--- src/hdl/lkc_pkg.sv ---
// Shared constants and types for the LRU key cache.
// Used by every module of the block; depends on nothing.
package lkc_pkg;

  localparam int MAX_ENTRIES = 64;
  localparam int KEY_BITS    = 32;
  localparam int IN_KEY_W    = 32;
  localparam int OUT_KEY_W   = 32;
  localparam int CAP_W       = 7;
  localparam int RANK_W      = $clog2(MAX_ENTRIES);
  localparam int CNT_W       = $clog2(MAX_ENTRIES + 1);
  localparam int CMP_W       = (CNT_W > CAP_W) ? CNT_W : CAP_W;

  typedef enum logic [2:0] {
    S_IDLE   = 3'b001,
    S_LOOKUP = 3'b010,
    S_UPDATE = 3'b100
  } state_t;

  typedef struct packed {
    logic load;
    logic compare;
    logic commit;
  } cmd_t;

  typedef struct packed {
    logic              en;
    logic              write_key;
    logic [RANK_W-1:0] limit;
  } lane_upd_t;

endpackage

--- src/hdl/lkc_ctrl.sv ---
// Controller of the LRU key cache: lookup sequencing and result handshake.
// Depends on lkc_pkg.
module lkc_ctrl (
  input  logic          clk,
  input  logic          rst_n,
  input  logic          in_valid,
  output logic          in_ready,
  output logic          out_valid,
  input  logic          out_ready,
  output lkc_pkg::cmd_t cmd
);

  lkc_pkg::state_t state_r;
  lkc_pkg::state_t state_nxt;
  logic            out_valid_r;
  logic            out_valid_nxt;
  logic            out_free;
  logic            accept;

  assign out_free = !out_valid_r || out_ready;
  assign in_ready = (state_r == lkc_pkg::S_IDLE) ||
                    ((state_r == lkc_pkg::S_UPDATE) && out_free);
  assign accept   = in_valid && in_ready;

  assign cmd.load    = accept;
  assign cmd.compare = state_r == lkc_pkg::S_LOOKUP;
  assign cmd.commit  = (state_r == lkc_pkg::S_UPDATE) && out_free;

  always_comb begin
    state_nxt = state_r;
    case (state_r)
      lkc_pkg::S_IDLE: begin
        if (accept) begin
          state_nxt = lkc_pkg::S_LOOKUP;
        end
      end
      lkc_pkg::S_LOOKUP: begin
        state_nxt = lkc_pkg::S_UPDATE;
      end
      lkc_pkg::S_UPDATE: begin
        if (out_free) begin
          state_nxt = accept ? lkc_pkg::S_LOOKUP : lkc_pkg::S_IDLE;
        end
      end
      default: begin
        state_nxt = lkc_pkg::S_IDLE;
      end
    endcase
  end

  always_comb begin
    out_valid_nxt = out_valid_r;
    if (cmd.commit) begin
      out_valid_nxt = 1'b1;
    end else if (out_ready) begin
      out_valid_nxt = 1'b0;
    end
  end

  always_ff @(posedge clk) begin
    if (!rst_n) begin
      state_r     <= lkc_pkg::S_IDLE;
      out_valid_r <= 1'b0;
    end else begin
      state_r     <= state_nxt;
      out_valid_r <= out_valid_nxt;
    end
  end

  assign out_valid = out_valid_r;

  a_accept_to_lookup : assert property (@(posedge clk) disable iff (!rst_n)
    accept |=> state_r == lkc_pkg::S_LOOKUP)
    else $error("accepted item did not start a lookup");

  a_lookup_to_update : assert property (@(posedge clk) disable iff (!rst_n)
    state_r == lkc_pkg::S_LOOKUP |=> state_r == lkc_pkg::S_UPDATE)
    else $error("lookup was not followed by an update");

  a_result_from_update : assert property (@(posedge clk) disable iff (!rst_n)
    $rose(out_valid_r) |-> $past(state_r) == lkc_pkg::S_UPDATE)
    else $error("result appeared without an update");

endmodule

--- config.mk ---
export PLATFORM = sky130hd
export DESIGN_NAME = lkc_ctrl
export DESIGN_NICKNAME = d
export VERILOG_FILES = /design/src/hdl/lkc_pkg.sv /design/src/hdl/lkc_ctrl.sv
export SDC_FILE = /design/constraint.sdc
export NUM_CORES = 1
export LEC_CHECK = 0
export BUFFER_PORTS_ARGS = -buffer_cell sky130_fd_sc_hd__buf_2
export CORE_AREA = 2 2 39 41
export DETAILED_ROUTE_END_ITERATION = 10
export DIE_AREA = 0 0 41 43
export MAX_ROUTING_LAYER = met4
export PLACE_DENSITY_LB_ADDON = 0.08
export RECOVER_POWER = 50
export SLEW_MARGIN = 10
export SYNTH_ARGS = -nofsm -noshare
export SYNTH_HDL_FRONTEND = slang
export SYNTH_SLANG_ARGS = --single-unit
--- constraint.sdc ---
create_clock -name clk -period 1.4 [get_ports clk]
set_clock_uncertainty 0.15 [all_clocks]
set_input_delay 0.14 -clock clk [delete_from_list [all_inputs] [get_ports clk]]
set_output_delay 0.14 -clock clk [all_outputs]
set_load 0.02 [all_outputs]
==> results_dict.tcl, run 1 <==
set metrics [dict create \
    irDropWorstVdd_mv 0.216 \
    n_antenna_cell 0 \
    power_uw 353 \
    fmax_mhz 656 \
    worst_pin_slew_ns 0.255 \
    setup_viol 3 \
    clkSinkCount 4 \
    dp_cells 49 \
    status "complete, but fails checks" \
    timing.rr.end "state_r[0]" \
    syn_to_final_growth_pct 67.8 \
    max_cap_viol_count 0 \
    dr.pass1.iters 1 \
    drive_gt1_share_pct 73.7 \
    syn_nets 28 \
    dp_slack_ns 0.0624 \
    die_area_sq_um 1760 \
    timing.final.crit_period_ns 1.52 \
    final_cell_mix "buf_4 (5), buf_2 (4), clkbuf_4 (3), buf_6 (3)" \
    end_kind "primary output" \
    first_iter_violations 0 \
    start_kind "register" \
    gp_congestion 0.650 \
    finalNonFillerCells 54 \
    relSlewSlack_pct 83.1 \
    clkTransAtPathRegs_ns 0.04 \
    post-dp-hpwl_um 472 \
    seq_area_frac_synth_pct 31.7 \
    ctsHoldBuffers 0 \
    synthCells 24 \
    layout_commonest_cell "buf_4" \
    die_h_um 43 \
    grt_setup_unrepaired "yes" \
    ys_seq_elements 4 \
    ff2ff_path_depth 5 \
    vias_per_cell 4.26 \
    wl_per_cell_um 11.6 \
    worstPathMaxFanout 3 \
    wirelength_um 628 \
    die_x_um 41 \
    yosys_warnings 0 \
    grt_pass1_wl_um 959 \
    rows 14 \
    port_buffers 8 \
    fin_crit_sh_pct 109 \
    powerDensity_nw_per_um2 832 \
    drc 0 \
    hold_viol 0 \
    grt_pass1_vias 223 \
    yosysUniqueCellTypes 18 \
    overflow 0 \
    critPathKind "reg2out" \
    tritoncts "yes" \
    antenna_found_initial 0 \
    clk_latency_ns 0.24 \
    drtAntennaViolNets 0 \
    stdcell_area_sq_um 424 \
    grt_usage_pct 8.93 \
    worst_hold_path.num_cells 2 \
    violations "setup timing" \
    grt_max_degree 9 \
    cp_data_arrival_time_ns 1.23 \
    ff_latch_area_sq_um 90.1 \
    multi_input_area_sq_um 193 \
    numCtsBuffers 3 \
    start_util_pct 18.3 \
    syn-cell-area_sq_um 253 \
    hold_start "rst_n" \
    htree_levels 1 \
    timing.rr.start "state_r[2]" \
    hold_ws_ns 0.0148 \
    fill_cells 146 \
    avgSynthCellArea_sq_um 10.5 \
    io_pins 9 \
    vias 230 \
    fin_ws_ns -0.123 \
    root_buffer "clkbuf_4" \
    crit_required_ns 1.11 \
    clock_path_buffers 2 \
    reg2reg_slack_ns 0.12 \
    nets 44 \
    slew_violations 0 \
    hp-class "in2reg" \
    core-area_sq_um 1380 \
    place_area_sq_um 323 \
    min_to "out_valid" \
    p_leak_uw 0.000182 \
]
[worst max path at each step]
| stage | start | endpoint | slack (ns) | depth (start not counted) |
|---|---|---|---|---|
| 2_1_floorplan | out_valid | cmd[2] | 0.002 | 4 |
| 5_1_grt | state_r[0] | cmd[2] | -0.19 | 4 |
| 4_1_cts | state_r[0] | cmd[2] | -0.13 | 4 |
| 6_report | state_r[0] | in_ready | -0.12 | 5 |
| 3_3_place_gp | state_r[0] | cmd[2] | 0.03 | 4 |
| 3_5_place_dp | state_r[0] | cmd[2] | 0.06 | 4 |
[synth_stat cells, drive strengths merged]
cell | n | area, sq um
a21bo | 1 | 10.0
a31oi | 1 | 6.26
and3b | 1 | 10.0
buf | 2 | 15.0
dfxtp | 4 | 80.1
inv | 1 | 3.75
nand2b | 1 | 8.76
nand4bb | 1 | 11.3
nor2 | 1 | 3.75
nor2b | 2 | 12.5
nor3 | 1 | 5.00
nor3b | 3 | 27.5
nor4bb | 1 | 25.0
o21a | 1 | 7.51
o21ai | 2 | 10.0
o21ba | 1 | 16.3
[stage by stage]
stage / util, % / TNS (ns)
after floorplan: - / 0
after global placement: 23.3 / 0
after detailed placement: 23.3 / 0
after CTS: 27.0 / -0.340
after global routing: 30.7 / -0.510
final: 30.7 / -0.289
[power by group]
group | internal [uW] | switching, uW | total, uW
registers | 118 | 8.88 | 127
logic | 48.8 | 32.3 | 81.1
clock network | 96.0 | 49.3 | 145
[routing by layer]
metal	global-route usage [%]	vias up	wire length, um
met3	4.71	2	38
met2	9.69	6	299
li1	-	116	-
met5	-	-	0
met4	8.00	0	5
met1	11.2	106	285
[cell type report]
class | count | share of cell area (%)
Timing Repair Buffer | 13 | 22.4
Multi-Input combinational cell | 17 | 45.4
Tap cell | 16 | 4.72
Inverter | 1 | 0.885
Sequential cell | 4 | 21.2
Clock buffer | 3 | 5.31
[state kept, by name, indices dropped and copies added (netlist names)]
register / flops
out_valid: 1
state_r: 3
[logic make-up (layout without fill, tap and decap cells)]
kind of cell | Yosys count | count (layout) | share of synthesized area [%]
compound gates | 6 | 6 | 19.8
buf+inv | 3 | 17 | 7.42
flops | 4 | 4 | 31.7
simple gates | 11 | 11 | 41.1
[worst max-delay path, stage by stage (launching register included)]
cell	delay (ns)
dfxtp_2	0.32
nand2b_4	0.14
o21ba_4	0.21
buf_4	0.14
nor2_4	0.07
buf_6	0.12
[what timing repair did]
action / CTS / global route
pin swaps: 2 / 3
buffers inserted: 0 / 2
resized for setup: 10 / 10
setup endpoints to repair: 4 / 4
No activity file was read; power rests on OpenSTA's default activity.
==> run 2, diff against run 1 <==
--- a/config.mk
+++ b/config.mk
@@ -12,6 +12,7 @@
 export MAX_ROUTING_LAYER = met4
 export PLACE_DENSITY_LB_ADDON = 0.08
 export RECOVER_POWER = 50
+export SETUP_SLACK_MARGIN = 0.15
 export SLEW_MARGIN = 10
 export SYNTH_ARGS = -nofsm -noshare
 export SYNTH_HDL_FRONTEND = slang
==> results_dict.tcl, run 2 (same netlist as run 1, synthesis figures left out) <==
set metrics [dict create \
    fin_crit_sh_pct 107 \
    rows 14 \
    fill_cells 159 \
    critPathKind "reg2out" \
    status "complete, but fails checks" \
    irDropWorstVdd_mv 0.383 \
    setup_viol 2 \
    p_clk_share_pct 40.7 \
    io_pins 9 \
    regMostFlops "state_r" \
    worst_pin_slew_ns 0.230 \
    post-dp-hpwl_um 441 \
    root_buffer "clkbuf_4" \
    hp-class "in2reg" \
    powerDensity_nw_per_um2 800 \
    vias_per_cell 4.16 \
    relSlewSlack_pct 84.7 \
    antenna_found_initial 0 \
    die_h_um 43 \
    end_kind "primary output" \
    start_kind "register" \
    dp_slack_ns 0.0496 \
    wl_per_cell_um 11.1 \
    fin_ws_ns -0.101 \
    port_buffers 8 \
    place_area_sq_um 337 \
    multi_input_area_sq_um 185 \
    crit_chain "nor2b_4, o21ba_4, nor3b_2, buf_4" \
    numCtsBuffers 3 \
    layout_commonest_cell "buf_4" \
    seqPwrFrac_pct 36.0 \
    drc 0 \
    overflow 0 \
    cpPeakStageDelay_ns 0.32 \
    clkTransAtPathRegs_ns 0.04 \
    intPower_uw 265 \
    stdcell_area_sq_um 439 \
    gp_congestion 0.662 \
    largest_reg_flops 3 \
    first_iter_violations 0 \
    clk_latency_ns 0.23 \
    slew_violations 0 \
    ff_latch_area_sq_um 90.1 \
    grt_max_degree 9 \
    grt_pass1_vias 219 \
    fin_setup_tns_ns -0.140 \
    die_x_um 41 \
    hold_ws_ns 0.0644 \
    drtAntennaViolNets 0 \
    final_cell_mix "buf_4 (8), buf_2 (5), clkbuf_4 (3)" \
    cp_data_arrival_time_ns 1.21 \
    die_area_sq_um 1760 \
    clock_path_buffers 2 \
    wirelength_um 635 \
    hold_viol 0 \
    vias 237 \
    htree_levels 1 \
    worstPathMaxFanout 3 \
    core-area_sq_um 1380 \
    drive_gt1_share_pct 73.2 \
    violations "setup timing" \
    syn_to_final_growth_pct 73.8 \
    grt_pass1_wl_um 924 \
    p_switching_uw 86.5 \
    final_core_utilization_pct 31.7 \
    power_frac_comb_pct 23.4 \
    tritoncts "yes" \
    start_util_pct 18.3 \
    swShare_pct 24.6 \
    p_leak_uw 0.000196 \
    clkSinkCount 4 \
    grt_usage_pct 8.53 \
    n_antenna_cell 0 \
    max_cap_viol_count 0 \
    grt_setup_unrepaired "yes" \
    crit_required_ns 1.11 \
    cp_slowest_cell "dfxtp_2" \
    timing.final.crit_period_ns 1.50 \
    fmax_mhz 666 \
    nets 47 \
    dr.pass1.iters 1 \
]
## run 2: cell count changes in the layout (fill, tap and decap cells not counted), sizes merged
cell         previous run  this run
dlygate4sd3             0         1
clkbuf                  4         3
buf                    12        15
## run 2: worst max-delay path, delay by kind of cell, from the launching register on
kind / cells / cell delay, ns
AO/OA/AOI/OAI: 1 / 0.22
buffers and inverters: 1 / 0.16
flip-flops: 1 / 0.32
AND/OR/NAND/NOR: 2 / 0.28
## run 2: power groups by stage
stage	clock network [uW]	logic, uW	registers (uW)
6_report	143	82.1	126
5_1_grt	161	87.4	127
4_1_cts	152	80.9	127
3_5_place_dp	0	64.1	129
3_3_place_gp	0	64.6	130
2_1_floorplan	0	44.0	129
## run 2: layer usage
metal,part of all wire [%],track usage (%),vias to the layer above
li1,-,-,120
met5,0,-,-
met4,1.4,4.00,0
met3,8.0,4.71,2
met2,51,11.6,9
met1,40,9.94,106
## run 2: area by class of cell
| class | instances | area share [%] |
|---|---|---|
| clock buffer | 3 | 5.13 |
| inverter | 1 | 0.855 |
| multi-input combinational | 17 | 42.2 |
| sequential | 4 | 20.5 |
| tap | 16 | 4.56 |
| timing repair buffer | 16 | 26.8 |
## run 2: worst paths after layout
check             start    endpoint  slack [ns]  depth (start not counted)
min reg2reg  state_r[1]  state_r[1]        0.34                          1
max           out_valid      cmd[2]       -0.10                          4
min            in_valid  state_r[1]        0.06                          2
max reg2reg   out_valid  state_r[1]        0.12                          4
## run 2: metrics by stage
| step | std cells | power [uW] |
|---|---|---|
| 2_1_floorplan | 24 | 173 |
| 3_3_place_gp | 49 | 194 |
| 3_5_place_dp | 49 | 194 |
| 4_1_cts | 56 | 359 |
| 5_1_grt | 57 | 376 |
| 6_report | 57 | 351 |
## run 2: what timing repair did
action	CTS	global route
endpoints found under the hold margin	1	0
setup endpoints to repair	4	7
hold buffers	1	0
pin swaps	4	3
gates resized for setup	11	3
buffers inserted	3	1
